`config.mk`:
```
export PLATFORM = sky130hd
export DESIGN_NAME = rmap_target_memory_access
export DESIGN_NICKNAME = d
export VERILOG_FILES = /design/src/rtl/rmta_pkg.sv /design/src/rtl/rmta_fifo.sv /design/src/rtl/rmta_front.sv /design/src/rtl/rmta_back.sv /design/src/rtl/rmap_target_memory_access.sv
export VERILOG_INCLUDE_DIRS = /design/src /design/src/rtl
export SDC_FILE = /design/constraint.sdc
export NUM_CORES = 2
export LEC_CHECK = 0
export BUFFER_PORTS_ARGS = -buffer_cell sky130_fd_sc_hd__buf_2
export CORE_MARGIN = 5
export CORE_UTILIZATION = 50
export DETAILED_ROUTE_END_ITERATION = 6
export MAX_ROUTING_LAYER = met4
export PLACE_DENSITY = 0.66
export SETUP_SLACK_MARGIN = 0.3
export SYNTH_ARGS = -nofsm -noshare
export SYNTH_HDL_FRONTEND = slang
export SYNTH_HIERARCHICAL = 1
export SYNTH_SLANG_ARGS = --single-unit
export TNS_END_PERCENT = 20
```
`constraint.sdc`:
```
create_clock -name i_clk -period 9.3 [get_ports i_clk]
set_input_delay 1.395 -clock i_clk [delete_from_list [all_inputs] [get_ports i_clk]]
set_output_delay 1.395 -clock i_clk [all_outputs]
set_load 0.02 [all_outputs]
```
`src/rtl/rmap_target_memory_access_assert.svh`:
```
// Assertion macros shared by the RMAP target memory access block.
`ifndef RMAP_TARGET_MEMORY_ACCESS_ASSERT_SVH
`define RMAP_TARGET_MEMORY_ACCESS_ASSERT_SVH

// The consequent must hold in the same cycle as the antecedent.
`define RMTA_ASSERT_HOLDS(label, clk, rst_n, ante, cons) \
    label: assert property (@(posedge clk) disable iff (!rst_n) (ante) |-> (cons)) \
        else $error("rmta: same-cycle check failed");

// The consequent must hold in the cycle after the antecedent.
`define RMTA_ASSERT_NEXT(label, clk, rst_n, ante, cons) \
    label: assert property (@(posedge clk) disable iff (!rst_n) (ante) |=> (cons)) \
        else $error("rmta: next-cycle check failed");

`endif

```
`src/rtl/rmta_pkg.sv`:
```
// ----------------------------------------------------------------------------
// rmta_pkg
// Types and constants shared by the RMAP target memory access modules.
// ----------------------------------------------------------------------------
`default_nettype none

package rmta_pkg;

    localparam int MEM_BYTES_DEF     = 128;
    localparam int RMW_MAX_BYTES_DEF = 8;
    localparam int ADDR_MAX_W        = 16;
    localparam int QUEUE_DEPTH       = 2;

    // Configuration register indexes.
    localparam logic [1:0] CFG_MATCH_KEY   = 2'd0;
    localparam logic [1:0] CFG_OWN_LA      = 2'd1;
    localparam logic [1:0] CFG_WINDOW_BASE = 2'd2;
    localparam logic [1:0] CFG_WINDOW_SIZE = 2'd3;

    localparam logic [7:0]  RST_MATCH_KEY   = 8'd0;
    localparam logic [7:0]  RST_OWN_LA      = 8'd254;
    localparam logic [39:0] RST_WINDOW_BASE = 40'd256;
    localparam logic [7:0]  RST_WINDOW_SIZE = 8'd128;

    // Item operations.
    localparam logic [2:0] OP_READ_CMD  = 3'd0;
    localparam logic [2:0] OP_WRITE_CMD = 3'd1;
    localparam logic [2:0] OP_RMW_CMD   = 3'd2;
    localparam logic [2:0] OP_DATA      = 3'd3;
    localparam logic [2:0] OP_READ_NEXT = 3'd4;

    // Result status codes.
    localparam logic [2:0] STAT_OK          = 3'd0;
    localparam logic [2:0] STAT_BAD_KEY     = 3'd1;
    localparam logic [2:0] STAT_BAD_LA      = 3'd2;
    localparam logic [2:0] STAT_NOT_AUTH    = 3'd3;
    localparam logic [2:0] STAT_NO_TRANSFER = 3'd4;

    typedef enum logic [1:0] {
        KIND_STATUS = 2'd0,
        KIND_WRITE  = 2'd1,
        KIND_READ   = 2'd2,
        KIND_RMW    = 2'd3
    } t_kind;

    typedef struct packed {
        t_kind                  kind;
        logic [2:0]             status;
        logic                   last;
        logic [ADDR_MAX_W-1:0]  addr;
        logic [7:0]             data;
        logic [7:0]             mask;
    } t_job;

    typedef struct packed {
        logic [2:0] status;
        logic [7:0] read_byte;
        logic       read_valid;
        logic       last;
    } t_result;

endpackage

`default_nettype wire

```
`src/rtl/rmta_fifo.sv`:
```
// ----------------------------------------------------------------------------
// rmta_fifo
// Small synchronous queue of packed words with full and empty flags.
// ----------------------------------------------------------------------------
`default_nettype none

module rmta_fifo #(
    parameter int W     = 8,
    parameter int DEPTH = rmta_pkg::QUEUE_DEPTH
) (
    input  wire logic         i_clk,
    input  wire logic         i_rst_n,
    input  wire logic         i_push,
    input  wire logic [W-1:0] i_din,
    output logic              o_full,
    input  wire logic         i_pop,
    output logic [W-1:0]      o_dout,
    output logic              o_empty
);

    localparam int PTRW = (DEPTH > 1) ? $clog2(DEPTH) : 1;
    localparam int CNTW = $clog2(DEPTH + 1);

    logic [W-1:0]    r_mem [DEPTH];
    logic [PTRW-1:0] r_wr;
    logic [PTRW-1:0] r_rd;
    logic [CNTW-1:0] r_count;
    logic [PTRW-1:0] n_wr;
    logic [PTRW-1:0] n_rd;
    logic            push_ok;
    logic            pop_ok;

    assign o_full  = (r_count == CNTW'(DEPTH));
    assign o_empty = (r_count == '0);
    assign push_ok = i_push && !o_full;
    assign pop_ok  = i_pop && !o_empty;
    assign o_dout  = r_mem[r_rd];
    assign n_wr    = (r_wr == PTRW'(DEPTH - 1)) ? '0 : r_wr + 1'b1;
    assign n_rd    = (r_rd == PTRW'(DEPTH - 1)) ? '0 : r_rd + 1'b1;

    always_ff @(posedge i_clk) begin
        if (!i_rst_n) begin
            r_wr    <= '0;
            r_rd    <= '0;
            r_count <= '0;
        end else begin
            if (push_ok) begin
                r_wr <= n_wr;
            end
            if (pop_ok) begin
                r_rd <= n_rd;
            end
            if (push_ok && !pop_ok) begin
                r_count <= r_count + 1'b1;
            end else if (pop_ok && !push_ok) begin
                r_count <= r_count - 1'b1;
            end
        end
    end

    always_ff @(posedge i_clk) begin
        if (push_ok) begin
            r_mem[r_wr] <= i_din;
        end
    end

endmodule

`default_nettype wire

```
`src/rtl/rmta_front.sv`:
```
// ----------------------------------------------------------------------------
// rmta_front
// Holds the configuration and the transfer state, checks commands and turns
// every accepted item into one job for the memory side.
// ----------------------------------------------------------------------------
`default_nettype none

module rmta_front #(
    parameter int MEM_BYTES     = rmta_pkg::MEM_BYTES_DEF,
    parameter int RMW_MAX_BYTES = rmta_pkg::RMW_MAX_BYTES_DEF
) (
    input  wire logic         i_clk,
    input  wire logic         i_rst_n,
    input  wire logic         i_cfg_we,
    input  wire logic [1:0]   i_cfg_index,
    input  wire logic [39:0]  i_cfg_data,
    input  wire logic         i_accept,
    input  wire logic [2:0]   i_operation,
    input  wire logic [7:0]   i_key,
    input  wire logic [7:0]   i_logical_address,
    input  wire logic [39:0]  i_dest_addr,
    input  wire logic         i_increment,
    input  wire logic [23:0]  i_xfer_len,
    input  wire logic [7:0]   i_data_byte,
    output rmta_pkg::t_job    o_job
);

    localparam int AW  = (MEM_BYTES > 1) ? $clog2(MEM_BYTES) : 1;
    localparam int SZW = $clog2(MEM_BYTES + 1);
    localparam int HW  = $clog2(RMW_MAX_BYTES + 1);
    localparam int PW  = $clog2(2 * RMW_MAX_BYTES + 1);
    localparam int BW  = (RMW_MAX_BYTES > 1) ? $clog2(RMW_MAX_BYTES) : 1;
    localparam int AMW = rmta_pkg::ADDR_MAX_W;

    typedef enum logic [1:0] {
        MODE_NONE  = 2'd0,
        MODE_READ  = 2'd1,
        MODE_WRITE = 2'd2,
        MODE_RMW   = 2'd3
    } t_mode;

    logic [7:0]     r_match_key;
    logic [7:0]     r_own_la;
    logic [39:0]    r_win_base;
    logic [7:0]     r_win_size;

    logic [AW-1:0]  r_cursor;
    logic [SZW-1:0] r_left;
    t_mode          r_mode;
    logic [PW-1:0]  r_phase;
    logic [HW-1:0]  r_half;
    logic [7:0]     r_rmw_buf [RMW_MAX_BYTES];

    logic [AW-1:0]  n_cursor;
    logic [SZW-1:0] n_left;
    t_mode          n_mode;
    logic [PW-1:0]  n_phase;
    logic [HW-1:0]  n_half;

    logic [SZW-1:0] eff_size;
    logic [40:0]    diff;
    logic           start_ok;
    logic [SZW-1:0] off;
    logic [24:0]    room;
    logic           len_ok;
    logic           rmw_len_ok;
    logic [2:0]     cmd_status;
    logic [23:0]    len_half;
    logic [HW-1:0]  half;
    logic [SZW-1:0] cmd_left;
    logic           is_rmw_cmd;
    logic           last_byte;
    logic [PW-1:0]  mask_idx;
    logic           buf_we;
    logic [BW-1:0]  buf_idx;

    // Command checks: the window size is clipped to the memory size.
    always_comb begin
        if (32'(r_win_size) > MEM_BYTES) begin
            eff_size = SZW'(MEM_BYTES);
        end else begin
            eff_size = SZW'(r_win_size);
        end
        diff       = {1'b0, i_dest_addr} - {1'b0, r_win_base};
        start_ok   = !diff[40] && (diff[39:0] < 40'(eff_size));
        off        = diff[SZW-1:0];
        room       = 25'(eff_size) - 25'(off);
        len_ok     = ({1'b0, i_xfer_len} <= room);
        rmw_len_ok = (i_xfer_len <= 24'(2 * RMW_MAX_BYTES));
        is_rmw_cmd = (i_operation == rmta_pkg::OP_RMW_CMD);
        len_half   = i_xfer_len >> 1;
        half       = len_half[HW-1:0];
        if (is_rmw_cmd) begin
            cmd_left = SZW'({half, 1'b0});
        end else begin
            cmd_left = i_xfer_len[SZW-1:0];
        end

        if (i_key != r_match_key) begin
            cmd_status = rmta_pkg::STAT_BAD_KEY;
        end else if (i_logical_address != r_own_la) begin
            cmd_status = rmta_pkg::STAT_BAD_LA;
        end else if (!start_ok) begin
            cmd_status = rmta_pkg::STAT_NOT_AUTH;
        end else if (!is_rmw_cmd && !i_increment) begin
            cmd_status = rmta_pkg::STAT_NOT_AUTH;
        end else if (!len_ok) begin
            cmd_status = rmta_pkg::STAT_NOT_AUTH;
        end else if (is_rmw_cmd && !rmw_len_ok) begin
            cmd_status = rmta_pkg::STAT_NOT_AUTH;
        end else begin
            cmd_status = rmta_pkg::STAT_OK;
        end
    end

    // Item classification and transfer state update.
    always_comb begin
        n_cursor  = r_cursor;
        n_left    = r_left;
        n_mode    = r_mode;
        n_phase   = r_phase;
        n_half    = r_half;
        buf_we    = 1'b0;
        buf_idx   = r_phase[BW-1:0];
        last_byte = (r_left == SZW'(1));
        mask_idx  = r_phase - PW'(r_half);

        o_job        = '0;
        o_job.kind   = rmta_pkg::KIND_STATUS;
        o_job.status = rmta_pkg::STAT_NO_TRANSFER;

        case (i_operation)
            rmta_pkg::OP_READ_CMD, rmta_pkg::OP_WRITE_CMD, rmta_pkg::OP_RMW_CMD: begin
                // A new command always drops whatever transfer was open.
                n_mode       = MODE_NONE;
                n_left       = '0;
                n_phase      = '0;
                o_job.status = cmd_status;
                if (cmd_status == rmta_pkg::STAT_OK) begin
                    n_cursor = off[AW-1:0];
                    n_left   = cmd_left;
                    if (is_rmw_cmd) begin
                        n_half = half;
                    end
                    if (cmd_left != '0) begin
                        if (is_rmw_cmd) begin
                            n_mode = MODE_RMW;
                        end else if (i_operation == rmta_pkg::OP_READ_CMD) begin
                            n_mode = MODE_READ;
                        end else begin
                            n_mode = MODE_WRITE;
                        end
                    end
                end
            end
            rmta_pkg::OP_DATA: begin
                if (r_mode == MODE_WRITE) begin
                    o_job.kind   = rmta_pkg::KIND_WRITE;
                    o_job.status = rmta_pkg::STAT_OK;
                    o_job.addr   = AMW'(r_cursor);
                    o_job.data   = i_data_byte;
                    o_job.last   = last_byte;
                    n_cursor     = r_cursor + 1'b1;
                    n_left       = r_left - 1'b1;
                    if (last_byte) begin
                        n_mode = MODE_NONE;
                    end
                end else if (r_mode == MODE_RMW) begin
                    o_job.status = rmta_pkg::STAT_OK;
                    n_phase      = r_phase + 1'b1;
                    n_left       = r_left - 1'b1;
                    if (r_phase < PW'(r_half)) begin
                        buf_we = 1'b1;
                    end else begin
                        // Mask phase: combine with the data byte of the same place.
                        o_job.kind = rmta_pkg::KIND_RMW;
                        o_job.addr = AMW'(r_cursor + AW'(mask_idx));
                        o_job.data = r_rmw_buf[mask_idx[BW-1:0]];
                        o_job.mask = i_data_byte;
                        o_job.last = last_byte;
                        if (last_byte) begin
                            n_mode = MODE_NONE;
                        end
                    end
                end
            end
            rmta_pkg::OP_READ_NEXT: begin
                if (r_mode == MODE_READ) begin
                    o_job.kind   = rmta_pkg::KIND_READ;
                    o_job.status = rmta_pkg::STAT_OK;
                    o_job.addr   = AMW'(r_cursor);
                    o_job.last   = last_byte;
                    n_cursor     = r_cursor + 1'b1;
                    n_left       = r_left - 1'b1;
                    if (last_byte) begin
                        n_mode = MODE_NONE;
                    end
                end
            end
            default: begin
                o_job.status = rmta_pkg::STAT_NO_TRANSFER;
            end
        endcase
    end

    always_ff @(posedge i_clk) begin
        if (!i_rst_n) begin
            r_match_key <= rmta_pkg::RST_MATCH_KEY;
            r_own_la    <= rmta_pkg::RST_OWN_LA;
            r_win_base  <= rmta_pkg::RST_WINDOW_BASE;
            r_win_size  <= rmta_pkg::RST_WINDOW_SIZE;
            r_cursor    <= '0;
            r_left      <= '0;
            r_mode      <= MODE_NONE;
            r_phase     <= '0;
            r_half      <= '0;
        end else begin
            if (i_cfg_we) begin
                case (i_cfg_index)
                    rmta_pkg::CFG_MATCH_KEY:   r_match_key <= i_cfg_data[7:0];
                    rmta_pkg::CFG_OWN_LA:      r_own_la    <= i_cfg_data[7:0];
                    rmta_pkg::CFG_WINDOW_BASE: r_win_base  <= i_cfg_data;
                    rmta_pkg::CFG_WINDOW_SIZE: r_win_size  <= i_cfg_data[7:0];
                    default: begin
                        r_match_key <= r_match_key;
                    end
                endcase
            end
            if (i_accept) begin
                r_cursor <= n_cursor;
                r_left   <= n_left;
                r_mode   <= n_mode;
                r_phase  <= n_phase;
                r_half   <= n_half;
            end
        end
    end

    always_ff @(posedge i_clk) begin
        if (i_accept && buf_we) begin
            r_rmw_buf[buf_idx] <= i_data_byte;
        end
    end

endmodule

`default_nettype wire

```
`src/rtl/rmta_back.sv`:
```
// ----------------------------------------------------------------------------
// rmta_back
// Owns the target memory: clears it after reset, then carries out jobs one
// at a time and hands one result per job to the result queue.
// ----------------------------------------------------------------------------
`default_nettype none

`include "rmap_target_memory_access_assert.svh"

module rmta_back #(
    parameter int MEM_BYTES = rmta_pkg::MEM_BYTES_DEF
) (
    input  wire logic           i_clk,
    input  wire logic           i_rst_n,
    input  wire rmta_pkg::t_job i_job,
    input  wire logic           i_job_empty,
    output logic                o_job_pop,
    input  wire logic           i_out_full,
    output logic                o_out_push,
    output rmta_pkg::t_result   o_result,
    output logic                o_clearing
);

    localparam int AW = (MEM_BYTES > 1) ? $clog2(MEM_BYTES) : 1;
    localparam logic [AW-1:0] CLR_LAST = AW'(MEM_BYTES - 1);

    typedef enum logic [2:0] {
        S_CLEAR  = 3'b001,
        S_IDLE   = 3'b010,
        S_ACCESS = 3'b100
    } t_state;

    t_state         r_state;
    t_state         n_state;
    logic [AW-1:0]  r_clr_addr;
    logic [AW-1:0]  n_clr_addr;
    rmta_pkg::t_job r_job;
    rmta_pkg::t_job n_job;
    logic [7:0]     r_mem [MEM_BYTES];
    logic [7:0]     r_rdata;

    logic           mem_we;
    logic [AW-1:0]  mem_wa;
    logic [7:0]     mem_wd;
    logic           mem_re;
    logic [AW-1:0]  mem_ra;

    assign o_clearing = (r_state == S_CLEAR);

    always_comb begin
        n_state    = r_state;
        n_clr_addr = r_clr_addr;
        n_job      = r_job;
        mem_we     = 1'b0;
        mem_wa     = i_job.addr[AW-1:0];
        mem_wd     = i_job.data;
        mem_re     = 1'b0;
        mem_ra     = i_job.addr[AW-1:0];
        o_job_pop  = 1'b0;
        o_out_push = 1'b0;
        o_result   = '0;

        case (r_state)
            S_CLEAR: begin
                mem_we     = 1'b1;
                mem_wa     = r_clr_addr;
                mem_wd     = '0;
                n_clr_addr = r_clr_addr + 1'b1;
                if (r_clr_addr == CLR_LAST) begin
                    n_state = S_IDLE;
                end
            end
            S_IDLE: begin
                if (!i_job_empty) begin
                    case (i_job.kind)
                        rmta_pkg::KIND_STATUS, rmta_pkg::KIND_WRITE: begin
                            if (!i_out_full) begin
                                o_job_pop       = 1'b1;
                                o_out_push      = 1'b1;
                                o_result.status = i_job.status;
                                o_result.last   = i_job.last;
                                mem_we          = (i_job.kind == rmta_pkg::KIND_WRITE);
                            end
                        end
                        rmta_pkg::KIND_READ, rmta_pkg::KIND_RMW: begin
                            // The old byte arrives from the memory in the next cycle.
                            o_job_pop = 1'b1;
                            mem_re    = 1'b1;
                            n_job     = i_job;
                            n_state   = S_ACCESS;
                        end
                        default: begin
                            o_job_pop = 1'b0;
                        end
                    endcase
                end
            end
            S_ACCESS: begin
                mem_wa = r_job.addr[AW-1:0];
                mem_wd = (r_job.mask & r_job.data) | (~r_job.mask & r_rdata);
                if (!i_out_full) begin
                    o_out_push          = 1'b1;
                    o_result.status     = r_job.status;
                    o_result.read_byte  = r_rdata;
                    o_result.read_valid = 1'b1;
                    o_result.last       = r_job.last;
                    mem_we              = (r_job.kind == rmta_pkg::KIND_RMW);
                    n_state             = S_IDLE;
                end
            end
            default: begin
                n_state = S_IDLE;
            end
        endcase
    end

    always_ff @(posedge i_clk) begin
        if (!i_rst_n) begin
            r_state    <= S_CLEAR;
            r_clr_addr <= '0;
        end else begin
            r_state    <= n_state;
            r_clr_addr <= n_clr_addr;
        end
    end

    always_ff @(posedge i_clk) begin
        r_job <= n_job;
    end

    always_ff @(posedge i_clk) begin
        if (mem_we) begin
            r_mem[mem_wa] <= mem_wd;
        end
        if (mem_re) begin
            r_rdata <= r_mem[mem_ra];
        end
    end

    `RMTA_ASSERT_HOLDS(a_no_pop_while_clearing, i_clk, i_rst_n, r_state == S_CLEAR, !o_job_pop)
    `RMTA_ASSERT_HOLDS(a_pop_only_when_waiting, i_clk, i_rst_n, o_job_pop, !i_job_empty)
    `RMTA_ASSERT_HOLDS(a_push_only_with_room, i_clk, i_rst_n, o_out_push, !i_out_full)
    `RMTA_ASSERT_HOLDS(a_access_is_read, i_clk, i_rst_n, r_state == S_ACCESS, (r_job.kind == rmta_pkg::KIND_READ || r_job.kind == rmta_pkg::KIND_RMW))
    `RMTA_ASSERT_NEXT(a_clear_ends_idle, i_clk, i_rst_n, (r_state == S_CLEAR && r_clr_addr == CLR_LAST), r_state == S_IDLE)

endmodule

`default_nettype wire

```
`src/rtl/rmap_target_memory_access.sv`:
```
// Commands, write bytes, read-modify-write data bytes and rejected items are finished by the
// back end straight from the job queue; read bytes and read-modify-write mask bytes also
// wait for the registered memory read.
// Throughput: one item per cycle while full is low; read and mask bytes hold the back end in
// its access state, where it takes no new job. Reset is synchronous and active low; the memory
// is then cleared one byte at a time, during which full stays high.
// ----------------------------------------------------------------------------
// rmap_target_memory_access
// RMAP target over a byte memory window: a front end checks commands and
// tracks transfers, a job queue feeds the memory back end, and a result
// queue holds finished items for the consumer.
// ----------------------------------------------------------------------------
`default_nettype none

module rmap_target_memory_access #(
    parameter int MEM_BYTES     = rmta_pkg::MEM_BYTES_DEF,
    parameter int RMW_MAX_BYTES = rmta_pkg::RMW_MAX_BYTES_DEF
) (
    input  wire logic        i_clk,
    input  wire logic        i_rst_n,
    input  wire logic        i_cfg_we,
    input  wire logic [1:0]  i_cfg_index,
    input  wire logic [39:0] i_cfg_data,
    input  wire logic        push,
    output logic             full,
    input  wire logic [2:0]  i_operation,
    input  wire logic [7:0]  i_key,
    input  wire logic [7:0]  i_logical_address,
    input  wire logic [39:0] i_dest_addr,
    input  wire logic        i_increment,
    input  wire logic [23:0] i_xfer_len,
    input  wire logic [7:0]  i_data_byte,
    output logic             empty,
    input  wire logic        pop,
    output logic [2:0]       o_status,
    output logic [7:0]       o_read_byte,
    output logic             o_read_valid,
    output logic             o_last
);

    localparam int JW = $bits(rmta_pkg::t_job);
    localparam int RW = $bits(rmta_pkg::t_result);

    rmta_pkg::t_job    front_job;
    rmta_pkg::t_job    back_job;
    rmta_pkg::t_result back_result;
    rmta_pkg::t_result out_result;
    logic [JW-1:0]     jq_dout;
    logic [RW-1:0]     rq_dout;
    logic              accept;
    logic              jq_full;
    logic              jq_empty;
    logic              jq_pop;
    logic              rq_full;
    logic              rq_push;
    logic              clearing;

    assign full   = jq_full || clearing;
    assign accept = push && !full;

    rmta_front #(
        .MEM_BYTES     (MEM_BYTES),
        .RMW_MAX_BYTES (RMW_MAX_BYTES)
    ) u_front (
        .i_clk             (i_clk),
        .i_rst_n           (i_rst_n),
        .i_cfg_we          (i_cfg_we),
        .i_cfg_index       (i_cfg_index),
        .i_cfg_data        (i_cfg_data),
        .i_accept          (accept),
        .i_operation       (i_operation),
        .i_key             (i_key),
        .i_logical_address (i_logical_address),
        .i_dest_addr       (i_dest_addr),
        .i_increment       (i_increment),
        .i_xfer_len        (i_xfer_len),
        .i_data_byte       (i_data_byte),
        .o_job             (front_job)
    );

    rmta_fifo #(
        .W     (JW),
        .DEPTH (rmta_pkg::QUEUE_DEPTH)
    ) u_job_queue (
        .i_clk   (i_clk),
        .i_rst_n (i_rst_n),
        .i_push  (accept),
        .i_din   (front_job),
        .o_full  (jq_full),
        .i_pop   (jq_pop),
        .o_dout  (jq_dout),
        .o_empty (jq_empty)
    );

    assign back_job = rmta_pkg::t_job'(jq_dout);

    rmta_back #(
        .MEM_BYTES (MEM_BYTES)
    ) u_back (
        .i_clk       (i_clk),
        .i_rst_n     (i_rst_n),
        .i_job       (back_job),
        .i_job_empty (jq_empty),
        .o_job_pop   (jq_pop),
        .i_out_full  (rq_full),
        .o_out_push  (rq_push),
        .o_result    (back_result),
        .o_clearing  (clearing)
    );

    rmta_fifo #(
        .W     (RW),
        .DEPTH (rmta_pkg::QUEUE_DEPTH)
    ) u_result_queue (
        .i_clk   (i_clk),
        .i_rst_n (i_rst_n),
        .i_push  (rq_push),
        .i_din   (back_result),
        .o_full  (rq_full),
        .i_pop   (pop),
        .o_dout  (rq_dout),
        .o_empty (empty)
    );

    assign out_result   = rmta_pkg::t_result'(rq_dout);
    assign o_status     = out_result.status;
    assign o_read_byte  = out_result.read_byte;
    assign o_read_valid = out_result.read_valid;
    assign o_last       = out_result.last;

endmodule

`default_nettype wire
```
==> results.sh <==
export IMPL_status="finished, final reports clean"
export IMPL_syn_to_final_growth_pct=12.1
export IMPL_fin_setup_tns_ns=0
export IMPL_rows=123
export IMPL_p_leak_uw=0.0208
export IMPL_syn_inst=3365
export IMPL_tritoncts="built"
export IMPL_avgSynthCellArea_um2=16.8
export IMPL_wirelength_met1_mm=56.7
export IMPL_worstSetupEndpointType="flip-flop"
export IMPL_drt_iter0_drc=2878
export IMPL_firstDrtPassIters=5
export IMPL_clk_latency_ns=0.74
export IMPL_cp_max_fo=23
export IMPL_rsz0062_at_grt="false"
export IMPL_hold_viol=0
export IMPL_worst_pin_slew_ns=1.24
export IMPL_clkSinkCount=1319
export IMPL_cts_root_buf="clkbuf_16"
export IMPL_final_common_cell="edfxtp_1"
export IMPL_fin_nets=3785
export IMPL_wl_met2_mm=62.8
export IMPL_routedWlPerCell_um=25.4
export IMPL_die_area_um2=120000
export IMPL_syn_num_nets=3605
export IMPL_start_kind="input port"
export IMPL_cts_resized=0
export IMPL_antenna_found_initial=2
export IMPL_power_density_nw_per_um2=210
export IMPL_hold_path_class="flip-flop to flip-flop"
export IMPL_report_final_slew_viol_count=0
export IMPL_drc_errors=0
export IMPL_top_layer_used="met4"
export IMPL_post_cts_buffers=0
export IMPL_dpl_cell_area_um2=59100
export IMPL_io_buffers=153
export IMPL_pre_cts_slack_ns=1.06
export IMPL_grtUsageTotal_pct=22.3
export IMPL_finalWorstSetupSlack_ns=1.70
export IMPL_initial_core_util_pct=50.3
export IMPL_core_area_um2=112000
export IMPL_hpwl_mm=82.5
export IMPL_fin_util_pct=56.4
export IMPL_finalCritPeriodShare_pct=81.7
export IMPL_crit_type="input port to flip-flop"
export IMPL_gp_congestion=0.924
export IMPL_fillCellCount=8539
export IMPL_met3WireLength_mm=8.79
export IMPL_overflow=0
export IMPL_antennaDiodeCount=0
export IMPL_hold_buffers=0
export IMPL_wirelength_mm=131
export IMPL_final_cell_mix="1209 x edfxtp_1, 352 x mux4_2, 237 x nand2_1"
export IMPL_cp_arrival_ns=8.21
export IMPL_period_needed_ns=7.60
export IMPL_design_area_um2=63500
export IMPL_first_global_vias=30800
export IMPL_grt_max_degree=109
export IMPL_clkSlewWorstSetupHoldPaths_ns=0.05
export IMPL_cts_buffers=139
export IMPL_top_level_ports=154
export IMPL_ys_warn_count=6
export IMPL_ctsLongestPathBuffers=3
export IMPL_max_freq_mhz=132
export IMPL_irDropWorstVdd_mv=0.152
export IMPL_finalSetupViolations=0
export IMPL_slew_headroom_pct=17.4
export IMPL_skew_ns=0.0274
export IMPL_cp_required_ns=9.91
export IMPL_reg2reg_slack_ns=2.14
export IMPL_die_w_um=347
export IMPL_htreeDepth=4
export IMPL_drt_vias_per_instance=6.05
export IMPL_syn_area_um2=56600
export IMPL_die_y_um=347
export IMPL_max_cap_violations=0
export IMPL_drive_gt1_share_pct=22.9
export IMPL_drtAntennaViolNets=0
export IMPL_grt_pass1_wl_mm=198
export IMPL_dr_total_vias=31200
[worst max-delay path, stage by stage]
cell and delay [ns]:
buf_2 0.08, inv_1 0.04, ha_1 0.21, fa_1 0.39, nand2b_1 0.20, a21oi_2 0.29
nor2_1 0.09, xnor2_1 0.34, ha_1 0.37, nand4_1 0.14, a21oi_1 0.08, or2_2 0.45
ha_1 0.35, a21o_1 0.18, a21o_1 0.17, a211oi_1 0.27, o211ai_1 0.19, and3_1 0.19
or4_1 0.50, or4_1 0.55, nor4_2 0.53, nand3_2 0.48, and3_2 0.42, o31a_1 0.28
[registers in the layout, indices dropped and copies added (netlist names), 26 cells and up, named ones only]
| register | cells |
|---|---|
| u_back/r_mem | 1024 |
| u_back/r_job | 29 |
| u_front/r_rmw_buf | 64 |
| u_front/r_win_base | 40 |
| u_job_queue/r_mem | 58 |
| u_result_queue/r_mem | 26 |
[report_power, final]
part | internal (uW) | total [uW] | switching [uW]
logic | 468 | 1340 | 877
clock network | 3070 | 5310 | 2240
registers | 6640 | 6680 | 42.2
[final cells by class]
type,instances,area (um2),share of cell area [%]
inverters,96,360,0.568
clock inverters,70,574,0.905
multi-input cells,1794,17200,27.1
repair buffers,195,1090,1.72
well taps,1500,1880,2.96
flip-flops and latches,1319,38500,60.7
clock buffers,183,3850,6.07
[worst paths after layout]
kind,cells after the start,end,start
worst max register to register,23,u_front/r_cursor[6],u_front/r_win_base[4]
worst min-delay path,2,u_front/r_win_base[25],u_front/r_win_base[25]
worst min register to register,2,u_front/r_win_base[25],u_front/r_win_base[25]
worst max-delay path,24,u_front/r_cursor[6],i_dest_addr[0]
[per-stage QoR]
| stage | power (uW) | hold WS [ns] | std cells |
|---|---|---|---|
| floorplan | 7680 | 0.432 | 3365 |
| global placement | 8130 | 0.442 | 4904 |
| detailed placement | 8150 | 0.448 | 4904 |
| CTS | 13500 | 0.455 | 5157 |
| global route | 13800 | 0.468 | 5157 |
| finish | 13300 | 0.450 | 5157 |
[metal layers]
metal  vias up  global-route usage, %
met2      1166                   34.0
met1     16100                   32.0
met3       183                   3.81
li1      13800                      -
met4         0                   5.31
met5         -                      -
Power figures use the tool's default switching activity.
